**src/rtl/ccpb_pkg.sv**
```systemverilog
// Shared widths and register codes for the clipped coverage pixel blend.
// No dependencies; imported by every module of the block.
package ccpb_pkg;

    // Coordinate width of the native pixel position
    localparam int COORD_BITS = 16;

    // Register field widths
    localparam int EDGE_W  = 12;   // clip_left, clip_top
    localparam int EXT_W   = 13;   // clip_width, clip_height, surface_width
    localparam int SCALE_W = 4;
    localparam int CFG_DATA_W = 13;
    localparam int CFG_IDX_W  = 3;

    // Scaled bounds: edge*scale, (edge+extent)*scale, width*scale
    localparam int LOW_W    = EDGE_W + SCALE_W;
    localparam int HIGH_W   = EXT_W + 1 + SCALE_W;
    localparam int STRIDE_W = EXT_W + SCALE_W;
    localparam int CMP_W    = COORD_BITS + HIGH_W + 1;

    // Address and row product
    localparam int ADDR_W  = 30;
    localparam int PROD_W  = COORD_BITS - 1 + STRIDE_W;
    localparam int ASUM_W  = PROD_W + ADDR_W;

    // Pixel channels
    localparam int CH_W    = 8;
    localparam int PIX_W   = 3 * CH_W;
    localparam int MSUM_W  = 2 * CH_W;
    localparam logic [CH_W-1:0] ALPHA_FULL = 8'hFF;

    // Register indexes
    typedef enum logic [CFG_IDX_W-1:0] {
        CFG_CLIP_LEFT     = 3'd0,
        CFG_CLIP_TOP      = 3'd1,
        CFG_CLIP_WIDTH    = 3'd2,
        CFG_CLIP_HEIGHT   = 3'd3,
        CFG_DISPLAY_SCALE = 3'd4,
        CFG_SURFACE_WIDTH = 3'd5
    } t_cfg_idx;

endpackage

```
**src/rtl/ccpb_mix.sv**
```systemverilog
// One color channel mix: ink*a + dest*(255-a), before the divide by 255.
// Depends on ccpb_pkg for the channel widths.
module ccpb_mix
    import ccpb_pkg::*;
(
    input  logic [CH_W-1:0]   i_ink,
    input  logic [CH_W-1:0]   i_dst,
    input  logic [CH_W-1:0]   i_alpha,
    output logic [MSUM_W-1:0] o_sum
);

    logic [CH_W-1:0]   inv_alpha;
    logic [MSUM_W-1:0] ink_term;
    logic [MSUM_W-1:0] dst_term;

    // 255 - a is a plain bit inversion
    assign inv_alpha = ALPHA_FULL - i_alpha;
    assign ink_term  = MSUM_W'(i_ink) * MSUM_W'(i_alpha);
    assign dst_term  = MSUM_W'(i_dst) * MSUM_W'(inv_alpha);

    // Sum stays at or below 255*255, so no carry out
    assign o_sum = ink_term + dst_term;

endmodule

```
**src/rtl/clipped_coverage_pixel_blend.sv**
```systemverilog
// Top level of the clipped coverage pixel blend: registers, clip test,
// blend and address pipeline. Depends on ccpb_pkg and ccpb_mix.
//
// Channel | Handshake                  | Payload
// --------+----------------------------+-------------------------------------
// in      | i_in_valid / o_in_stall    | pos_x, pos_y, ink_color, coverage,
//         |                            | dest_pixel
// out     | o_out_valid / i_out_stall  | write_enable, new_pixel,
//         |                            | pixel_address
// cfg     | i_cfg_we                   | i_cfg_index, i_cfg_data
//
// Three register stages: scaled bounds, then clip compare with the row
// multiply and channel products, then divide by 255 and address add.
// One item per cycle unless the output stalls; o_out_valid is the stage 3 valid bit.
// A stage takes a new item when it is empty or its item moves on, so
// bubbles close up under stall and nothing is lost or repeated.
// Synchronous active-low reset clears valid bits and loads register defaults.
module clipped_coverage_pixel_blend
    import ccpb_pkg::*;
(
    input  logic                         i_clk,
    input  logic                         i_rst_n,

    input  logic                         i_cfg_we,
    input  logic [CFG_IDX_W-1:0]         i_cfg_index,
    input  logic [CFG_DATA_W-1:0]        i_cfg_data,

    input  logic                         i_in_valid,
    output logic                         o_in_stall,
    input  logic signed [COORD_BITS-1:0] i_pos_x,
    input  logic signed [COORD_BITS-1:0] i_pos_y,
    input  logic [PIX_W-1:0]             i_ink_color,
    input  logic [CH_W-1:0]              i_coverage,
    input  logic [PIX_W-1:0]             i_dest_pixel,

    output logic                         o_out_valid,
    input  logic                         i_out_stall,
    output logic                         o_write_enable,
    output logic [PIX_W-1:0]             o_new_pixel,
    output logic [ADDR_W-1:0]            o_pixel_address
);

    // Exact floor(v/255) for v up to 255*255: ((v+1)*257) >> 16
    function automatic logic [CH_W-1:0] div255(input logic [MSUM_W-1:0] v);
        logic [MSUM_W:0]     v1;
        logic [MSUM_W+9:0]   t;
        v1 = {1'b0, v} + (MSUM_W+1)'(1);
        t  = ((MSUM_W+10)'(v1) << 8) + (MSUM_W+10)'(v1);
        return t[MSUM_W+CH_W-1:MSUM_W];
    endfunction

    // ---------------- configuration registers ----------------
    logic [EDGE_W-1:0]  r_clip_left, r_clip_top;
    logic [EXT_W-1:0]   r_clip_width, r_clip_height, r_surface_width;
    logic [SCALE_W-1:0] r_display_scale;

    always_ff @(posedge i_clk) begin
        if (!i_rst_n) begin
            r_clip_left     <= '0;
            r_clip_top      <= '0;
            r_clip_width    <= '0;
            r_clip_height   <= '0;
            r_display_scale <= SCALE_W'(1);
            r_surface_width <= EXT_W'(1);
        end else if (i_cfg_we) begin
            unique case (t_cfg_idx'(i_cfg_index))
                CFG_CLIP_LEFT:     r_clip_left     <= i_cfg_data[EDGE_W-1:0];
                CFG_CLIP_TOP:      r_clip_top      <= i_cfg_data[EDGE_W-1:0];
                CFG_CLIP_WIDTH:    r_clip_width    <= i_cfg_data[EXT_W-1:0];
                CFG_CLIP_HEIGHT:   r_clip_height   <= i_cfg_data[EXT_W-1:0];
                CFG_DISPLAY_SCALE: r_display_scale <= i_cfg_data[SCALE_W-1:0];
                CFG_SURFACE_WIDTH: r_surface_width <= i_cfg_data[EXT_W-1:0];
                default: ;
            endcase
        end
    end

    // ---------------- stage advance ----------------
    logic r_s1_v, r_s2_v, r_s3_v;
    logic rdy1, rdy2, rdy3;

    assign rdy3 = !r_s3_v || !i_out_stall;
    assign rdy2 = !r_s2_v || rdy3;
    assign rdy1 = !r_s1_v || rdy2;
    assign o_in_stall = !rdy1;

    always_ff @(posedge i_clk) begin
        if (!i_rst_n) begin
            r_s1_v <= 1'b0;
            r_s2_v <= 1'b0;
            r_s3_v <= 1'b0;
        end else begin
            if (rdy1) r_s1_v <= i_in_valid;
            if (rdy2) r_s2_v <= r_s1_v;
            if (rdy3) r_s3_v <= r_s2_v;
        end
    end

    // ---------------- stage 1: capture item, scale clip bounds ----------------
    logic [SCALE_W-1:0] scale;
    logic [LOW_W-1:0]    n_left, n_top;
    logic [HIGH_W-1:0]   n_right, n_bottom;
    logic [STRIDE_W-1:0] n_stride;

    // Zero scale acts as one
    assign scale    = (r_display_scale == '0) ? SCALE_W'(1) : r_display_scale;
    assign n_left   = LOW_W'(r_clip_left) * LOW_W'(scale);
    assign n_top    = LOW_W'(r_clip_top) * LOW_W'(scale);
    assign n_right  = (HIGH_W'(r_clip_left) + HIGH_W'(r_clip_width)) * HIGH_W'(scale);
    assign n_bottom = (HIGH_W'(r_clip_top) + HIGH_W'(r_clip_height)) * HIGH_W'(scale);
    assign n_stride = STRIDE_W'(r_surface_width) * STRIDE_W'(scale);

    logic signed [COORD_BITS-1:0] r_s1_x, r_s1_y;
    logic [PIX_W-1:0]    r_s1_ink, r_s1_dst;
    logic [CH_W-1:0]     r_s1_a;
    logic [LOW_W-1:0]    r_s1_left, r_s1_top;
    logic [HIGH_W-1:0]   r_s1_right, r_s1_bottom;
    logic [STRIDE_W-1:0] r_s1_stride;

    always_ff @(posedge i_clk) begin
        if (rdy1) begin
            r_s1_x      <= i_pos_x;
            r_s1_y      <= i_pos_y;
            r_s1_ink    <= i_ink_color;
            r_s1_a      <= i_coverage;
            r_s1_dst    <= i_dest_pixel;
            r_s1_left   <= n_left;
            r_s1_top    <= n_top;
            r_s1_right  <= n_right;
            r_s1_bottom <= n_bottom;
            r_s1_stride <= n_stride;
        end
    end

    // ---------------- stage 2: clip test, row product, channel products -----
    logic signed [CMP_W-1:0] xs, ys;
    logic n_keep;

    assign xs = CMP_W'(r_s1_x);
    assign ys = CMP_W'(r_s1_y);
    assign n_keep = (r_s1_a != '0)
        && (xs >= signed'(CMP_W'(r_s1_left)))
        && (ys >= signed'(CMP_W'(r_s1_top)))
        && (xs <  signed'(CMP_W'(r_s1_right)))
        && (ys <  signed'(CMP_W'(r_s1_bottom)));

    logic [MSUM_W-1:0] n_sum_r, n_sum_g, n_sum_b;

    ccpb_mix u_mix_r (
        .i_ink(r_s1_ink[3*CH_W-1:2*CH_W]), .i_dst(r_s1_dst[3*CH_W-1:2*CH_W]),
        .i_alpha(r_s1_a), .o_sum(n_sum_r)
    );
    ccpb_mix u_mix_g (
        .i_ink(r_s1_ink[2*CH_W-1:CH_W]), .i_dst(r_s1_dst[2*CH_W-1:CH_W]),
        .i_alpha(r_s1_a), .o_sum(n_sum_g)
    );
    ccpb_mix u_mix_b (
        .i_ink(r_s1_ink[CH_W-1:0]), .i_dst(r_s1_dst[CH_W-1:0]),
        .i_alpha(r_s1_a), .o_sum(n_sum_b)
    );

    // y is non-negative whenever the item is kept, so its sign bit drops
    logic [PROD_W-1:0] n_prod;
    assign n_prod = PROD_W'(r_s1_y[COORD_BITS-2:0]) * PROD_W'(r_s1_stride);

    logic                   r_s2_keep;
    logic [MSUM_W-1:0]      r_s2_sum_r, r_s2_sum_g, r_s2_sum_b;
    logic [PROD_W-1:0]      r_s2_prod;
    logic [COORD_BITS-2:0]  r_s2_x;

    always_ff @(posedge i_clk) begin
        if (rdy2) begin
            r_s2_keep  <= n_keep;
            r_s2_sum_r <= n_sum_r;
            r_s2_sum_g <= n_sum_g;
            r_s2_sum_b <= n_sum_b;
            r_s2_prod  <= n_prod;
            r_s2_x     <= r_s1_x[COORD_BITS-2:0];
        end
    end

    // ---------------- stage 3: divide by 255, address, output register ------
    logic [ASUM_W-1:0] n_addr_sum;
    assign n_addr_sum = ASUM_W'(r_s2_prod) + ASUM_W'(r_s2_x);

    logic              r_s3_we;
    logic [PIX_W-1:0]  r_s3_pix;
    logic [ADDR_W-1:0] r_s3_addr;

    // Dropped writes report zero pixel and address
    always_ff @(posedge i_clk) begin
        if (rdy3) begin
            r_s3_we <= r_s2_keep;
            if (r_s2_keep) begin
                r_s3_pix  <= {div255(r_s2_sum_r), div255(r_s2_sum_g),
                              div255(r_s2_sum_b)};
                r_s3_addr <= n_addr_sum[ADDR_W-1:0];
            end else begin
                r_s3_pix  <= '0;
                r_s3_addr <= '0;
            end
        end
    end

    assign o_out_valid     = r_s3_v;
    assign o_write_enable  = r_s3_we;
    assign o_new_pixel     = r_s3_pix;
    assign o_pixel_address = r_s3_addr;

endmodule

```
**config.mk**
```make
export PLATFORM = sky130hd
export DESIGN_NAME = clipped_coverage_pixel_blend
export DESIGN_NICKNAME = d
export VERILOG_FILES = /design/src/rtl/ccpb_pkg.sv /design/src/rtl/ccpb_mix.sv /design/src/rtl/clipped_coverage_pixel_blend.sv
export SDC_FILE = /design/constraint.sdc
export NUM_CORES = 2
export LEC_CHECK = 0
export BUFFER_PORTS_ARGS = -buffer_cell sky130_fd_sc_hd__buf_2
export CAP_MARGIN = 20
export CORE_MARGIN = 10
export CORE_UTILIZATION = 28
export CTS_CLUSTER_DIAMETER = 120
export CTS_CLUSTER_SIZE = 14
export DETAILED_ROUTE_END_ITERATION = 10
export GPL_ROUTABILITY_DRIVEN = 0
export PLACE_DENSITY = 0.53
export SETUP_SLACK_MARGIN = 0.02
export SYNTH_ARGS = -nofsm -noshare
export SYNTH_HDL_FRONTEND = slang
export SYNTH_HIERARCHICAL = 1
export SYNTH_SLANG_ARGS = --single-unit
```
**constraint.sdc**
```tcl
create_clock -name i_clk -period 6.8 [get_ports i_clk]
set_clock_uncertainty 0.05 [all_clocks]
set_input_delay 1.02 -clock i_clk [delete_from_list [all_inputs] [get_ports i_clk]]
set_output_delay 1.02 -clock i_clk [all_outputs]
set_load 0.05 [all_outputs]
```
# Word level (Yosys, flattened, before mapping)
# Index checks and enable logic that the tools add are counted.
[classes] reduce_logical=21 multipliers=12 eq_ne=5 muxes=1 addsub=13 n_lt_le_gt_ge=4
[ops] op="multiplier 8 x 8 -> 16 bit" count=6
[ops] op="adder 24 x 17 -> 24 bit" count=3
[ops] op="adder 16 x 1 -> 17 bit, second input constant" count=3
[ops] op="adder 16 bit" count=3
[ops] op="< comparator 16 x 19 -> 1 bit" count=2
[ops] op="multiplier 14 x 4 -> 18 bit" count=2
[ops] op="greater-or-equal comparator 16 x 17 -> 1 bit" count=2
[ops] op="multiplier 12 x 4 -> 16 bit" count=2
[ops] op="adder 30 x 15 -> 30 bit" count=1
[ops] op="multiplier 15 x 17 -> 30 bit" count=1
[ops] op="adder 12 x 13 -> 14 bit" count=2
[ops] op="multiplier 13 x 4 -> 17 bit" count=1
[ops] op="AND reduction 2 bit" count=6
[ops] op="nonzero test 8 bit" count=1
[ops] op="subtractor 8 bit, first input constant" count=1
[ops] op="== test 3 x 2 -> 1 bit, second input constant" count=2
[ops] op="== test 3 bit, second input constant" count=2
[ops] op="logical NOT 1 bit" count=5
[ops] op="logical AND 1 bit" count=4
[ops] op="logical NOT 4 bit" count=1
[ops] op="two-way mux 4 bit" count=1
[ops] op="== test 3 x 1 -> 1 bit, second input constant" count=1
[ops] op="logical NOT 3 bit" count=1
[ops] op="logical OR 1 bit" count=3
[totals] in_bits=109 ff_bits=392 elab_cells=84

# Longest topological paths before layout
[depth] depth_word=5 depth_mapped=22

# Hierarchy
# The synthesis kept the hierarchy.
[modules_own_cells] mod="clipped_coverage_pixel_blend" seq_area_each_um2=11070.6 area_each_um2=33474.6 instances=1 cells_each=3328
[modules_own_cells] mod="ccpb_mix at u_mix_g" seq_area_each_um2=0.0 area_each_um2=4494.3 instances=1 cells_each=507
[modules_own_cells] mod="ccpb_mix at u_mix_b" seq_area_each_um2=0.0 area_each_um2=4416.7 instances=1 cells_each=500
[modules_own_cells] mod="ccpb_mix at u_mix_r" seq_area_each_um2=0.0 area_each_um2=4403.0 instances=1 cells_each=497

# Worst setup path before layout
# OpenSTA, ideal clock, no wires.
[synth_timing] path_type="input to output" from="in i_out_stall" to="out o_in_stall" slack_ps=-518 path_stages=3 required_ps=5730 t_arrival_ps=6248 path_cell_list="and3_1 -> nand2_1 -> inv_1"
[synth_between] elab_chain_len=5
[synth_lines] element="from (decl)" line_no="clipped_coverage_pixel_blend.sv:37" rtl="input logic i_out_stall,"
[synth_lines] element="logical NOT 1 bit" line_no="clipped_coverage_pixel_blend.sv:82" rtl="assign rdy3 = !r_s3_v || !i_out_stall;"
[synth_lines] element="logical OR 1 bit" line_no="clipped_coverage_pixel_blend.sv:82"
[synth_lines] element="logical OR 1 bit" line_no="clipped_coverage_pixel_blend.sv:83" rtl="assign rdy2 = !r_s2_v || rdy3;"
[synth_lines] element="logical OR 1 bit" line_no="clipped_coverage_pixel_blend.sv:84" rtl="assign rdy1 = !r_s1_v || rdy2;"
[synth_lines] element="logical NOT 1 bit" line_no="clipped_coverage_pixel_blend.sv:85" rtl="assign o_in_stall = !rdy1;"
[synth_lines] element="to (decl)" line_no="clipped_coverage_pixel_blend.sv:29" rtl="output logic o_in_stall,"
# Every way passes these cells.

# Final worst setup path
[layout_timing] from="reg r_s1_y[3]" to="reg r_s2_prod[28], data pin"
[layout_between] elab_chain_len=1
[layout_lines] element="from (decl)" line_no="clipped_coverage_pixel_blend.sv:113" rtl="logic signed [COORD_BITS-1:0] r_s1_x, r_s1_y;"
[layout_lines] element="from (signal assigned)" line_no="clipped_coverage_pixel_blend.sv:123" rtl="r_s1_y <= i_pos_y;"
[layout_lines] element="multiplier 15 x 17 -> 30 bit" line_no="clipped_coverage_pixel_blend.sv:164" rtl="assign n_prod = PROD_W'(r_s1_y[COORD_BITS-2:0]) * PROD_W'(r_s1_stride);"
[layout_lines] element="net n_prod[28]" line_no="clipped_coverage_pixel_blend.sv:163" rtl="logic [PROD_W-1:0] n_prod;"
[layout_lines] element="to (signal assigned)" line_no="clipped_coverage_pixel_blend.sv:177" rtl="r_s2_prod <= n_prod;"
[layout_lines] element="to (decl)" line_no="clipped_coverage_pixel_blend.sv:168" rtl="logic [PROD_W-1:0] r_s2_prod;"
# The timed path passes the listed nets, and every way through them passes these cells.
# A chain may end at the register's enable or synchronous reset.

==> results_dict.tcl <==
set metrics [dict create \
    boundaryPins 166 \
    crit_required_ns 7.18 \
    ys_warn_count 6 \
    ant_nets 0 \
    hold_viol_final 0 \
    met1Wirelength_um 55170 \
    nets 6187 \
    grt_start_max_net_pins 78 \
    p_per_area_nw_per_um2 287.9 \
    synth_cell_types 90 \
    worstMarginPinSlew_ns 0.9234 \
    r2r_start "r_s1_y[3]" \
    grt_usage_pct 13.25 \
    maxCapViolations 0 \
    synth_edf_count 322 \
    drt_first_pass_iters 5 \
    status "finished clean" \
    crit_path_max_fanout 13 \
    ys_top_cells_by_count "878 x inv_1, 593 x fa_1, 545 x nand2_1" \
    cts_inserted_buffers 37 \
    drv_slew 0 \
    slew_headroom_pct 38.21 \
    initial_core_util_pct 28.26 \
    ys_ff_latch 392 \
    cts_tree "done" \
    synthTopCellsByArea "fa_1 25%, edfxtp_1 21%, ha_1 14%, inv_1 7.0%, and2_1 4.9%" \
    crit_slowest_cell "edfxtp_1" \
    hp-class "reg2reg" \
    wl_met3_um 4248 \
    synthArstFlopShare_pct 0 \
    numPortBuffers 165 \
    dp_cells 7126 \
    grt_overflow 0 \
    grt_antenna_before_repair 16 \
    synth_top_area_share_pct 25.37 \
    layoutNonFillerInstCount 7196 \
    end_kind "flip-flop" \
    finalCritPeriodShare_pct 94.28 \
    vias 32630 \
    cts_buffer_depth 3 \
    max-vdd-ir-drop_mv 0.4155 \
    area_growth_pct 10.53 \
    worstReg2RegEnd "r_s2_prod[28]" \
    die-area_um2 183900 \
    top_layer "met5" \
    synth_area_leader_cell "fa_1" \
    max_stage_delay_ns 0.59 \
    rows 149 \
    path_cells "and2_1 > fa_1 > inv_1 > fa_1 > inv_1 > fa_1 > inv_1 > fa_1 > inv_1 > fa_1 > inv_1 > fa_1 > inv_1 > ha_1 > and3_1 > nand4_1 > nor3_1 > o31a_1 > nor2_1 > a221o_1 > a221oi_1" \
    die_w_um 428.8 \
    synthCells 4832 \
    holdPathStages 2 \
    clock_latency_ns 0.64 \
    final_util_pct 31.24 \
    setup_tns_ns 0 \
    syn_nets 6042 \
    startpoint "r_s1_y[3]" \
    syn_area_per_cell_um2 9.683 \
    cts_max_level 2 \
    fin_hold_ws_ns 0.4197 \
    power.share.clock_pct 15.3 \
    core_um2 165500 \
    netlist_area_um2 46790 \
    design_area_um2 51710 \
    critical_path_class "reg2reg" \
    route.detailed.drc 0 \
    yosysMostFrequentCell "inv_1" \
    drive_gt1_share_pct 6.343 \
    crit_path_start_kind "flip-flop" \
    placed_area_um2 50420 \
    rsz0062_at_grt "no" \
    cts_sinks 392 \
    post_cts_resized 0 \
    grt_pass1_vias 34520 \
    reg2reg_depth 21 \
    period_needed_ns 6.411 \
    path_clk_slew_ns 0.07 \
    seqPwrFrac_pct 23.8 \
    arrival_ns 6.79 \
    finalWirelength_um 121900 \
    die_y_um 428.8 \
    p_leak_nw 24.52 \
    drt_iter0_drc 1630 \
    reg2reg_setup_slack_ns 0.39 \
    met2_length_um 58140 \
    power_frac_comb_pct 60.9 \
    wl_per_cell_um 16.94 \
    cts_root_buf "clkbuf_16" \
    whs_endpoint "r_clip_width[3]" \
    yosysSeqAreaShare_pct 23.66 \
    cts_setup_buffers 0 \
    grt_pass1_wl_um 196700 \
    max_freq_mhz 156.0 \
    viasPerCell 4.534 \
    hold_buffers 0 \
    hpwl_um 98030 \
    setup_viol 0 \
    switching_power_mw 6.542 \
    synth_ff_type "edfxtp_1" \
    min_from "r_clip_width[3]" \
    p_int_mw 8.345 \
    swShare_pct 43.95 \
]
metrics by stage:
step                      total power, mW  setup WS, ns
final                               14.89        0.3891
after global routing                16.61       0.06237
after CTS                           15.13        0.3860
after detailed placement            12.72        0.3880
after global placement              12.59        0.5435
after floorplan                     10.75        0.8689
cell usage in the layout (no fill, tap or decap), drive strengths merged, types with 10 or more instances in the layout:
cell type	Yosys	layout
nor4	13	13
nand3b	10	10
fa	593	593
nand2b	86	86
a21boi	67	67
or3	15	15
o21ai	92	92
o21a	31	31
a31oi	15	15
nor3	50	50
xnor2	157	157
a21o	61	61
buf	2	222
nand4	32	32
ha	508	508
edfxtp	322	322
a211oi	26	26
nand2	545	545
nor2	174	174
o211ai	14	14
and3	20	20
clkbuf	114	47
o21bai	11	11
dfxtp	70	70
a21oi	134	134
inv	880	883
nor2b	160	160
nand3	60	60
xor2	59	59
and2	369	369
nand4b	10	10
routing by layer:
| metal | vias up | global-route usage [%] |
|---|---|---|
| met5 | - | 0 |
| met4 | 12 | 4.606 |
| met3 | 144 | 1.701 |
| met2 | 498 | 22.48 |
| met1 | 16200 | 17.29 |
| li1 | 15770 | - |
how the worst max path moves through the flow:
stage | endpoint | slack [ns]
2_1_floorplan | r_s2_prod[28] | 0.87
6_report | r_s2_prod[28] | 0.39
5_1_grt | r_s2_prod[28] | 0.06
4_1_cts | r_s2_prod[28] | 0.39
3_3_place_gp | r_s2_prod[28] | 0.54
3_5_place_dp | r_s2_prod[28] | 0.39
critical path, delay by kind of cell, from the launching register on:
family	cells	cell delay [ns]
buf+inv	6	0.32
simple gates	5	1.03
compound gates	3	0.87
fa+ha+maj	7	3.36
flops	1	0.59
power groups by stage:
stage / Combinational, mW / Sequential [mW] / Clock (mW)
detailed placement: 9.12 / 3.60 / 0
global route: 10.5 / 3.59 / 2.47
floorplan: 7.23 / 3.52 / 0
CTS: 9.19 / 3.55 / 2.40
global placement: 8.99 / 3.60 / 0
finish: 9.06 / 3.55 / 2.28
cells by family after synthesis:
family	share of synthesized area [%]
AOI/OAI and AO/OA	7.830
xor gates and xnor gates	4.100
adders and majority gates	38.96
buffers and inverters	8.006
DFF	23.66
muxes	0.2888
other	0.02407
and+or+nand+nor	17.13
final cells by class:
type / instances / area, µm²
sequential: 392 / 11070
tap: 2189 / 2739
antenna: 9 / 22.52
clock buffer: 47 / 984.7
clock inverter: 13 / 256.5
timing repair buffer: 222 / 1336
multi-input combinational: 3444 / 32000
fill: 17250 / 113800
inverter: 880 / 3306
registers in the layout, indices dropped and copies added, names as in the netlist, 15 cells and up:
| name | flops |
|---|---|
| o_pixel_address | 30 |
| r_s2_prod | 30 |
| o_new_pixel | 24 |
| r_s1_dst | 24 |
| r_s1_ink | 24 |
| r_s1_bottom | 18 |
| r_s1_right | 18 |
| r_s1_stride | 17 |
| r_s1_left | 16 |
| r_s1_top | 16 |
| r_s1_x | 16 |
| r_s1_y | 16 |
| r_s2_sum_b | 16 |
| r_s2_sum_g | 16 |
| r_s2_sum_r | 16 |
| r_s2_x | 15 |
No activity file was read; power rests on OpenSTA's default activity.
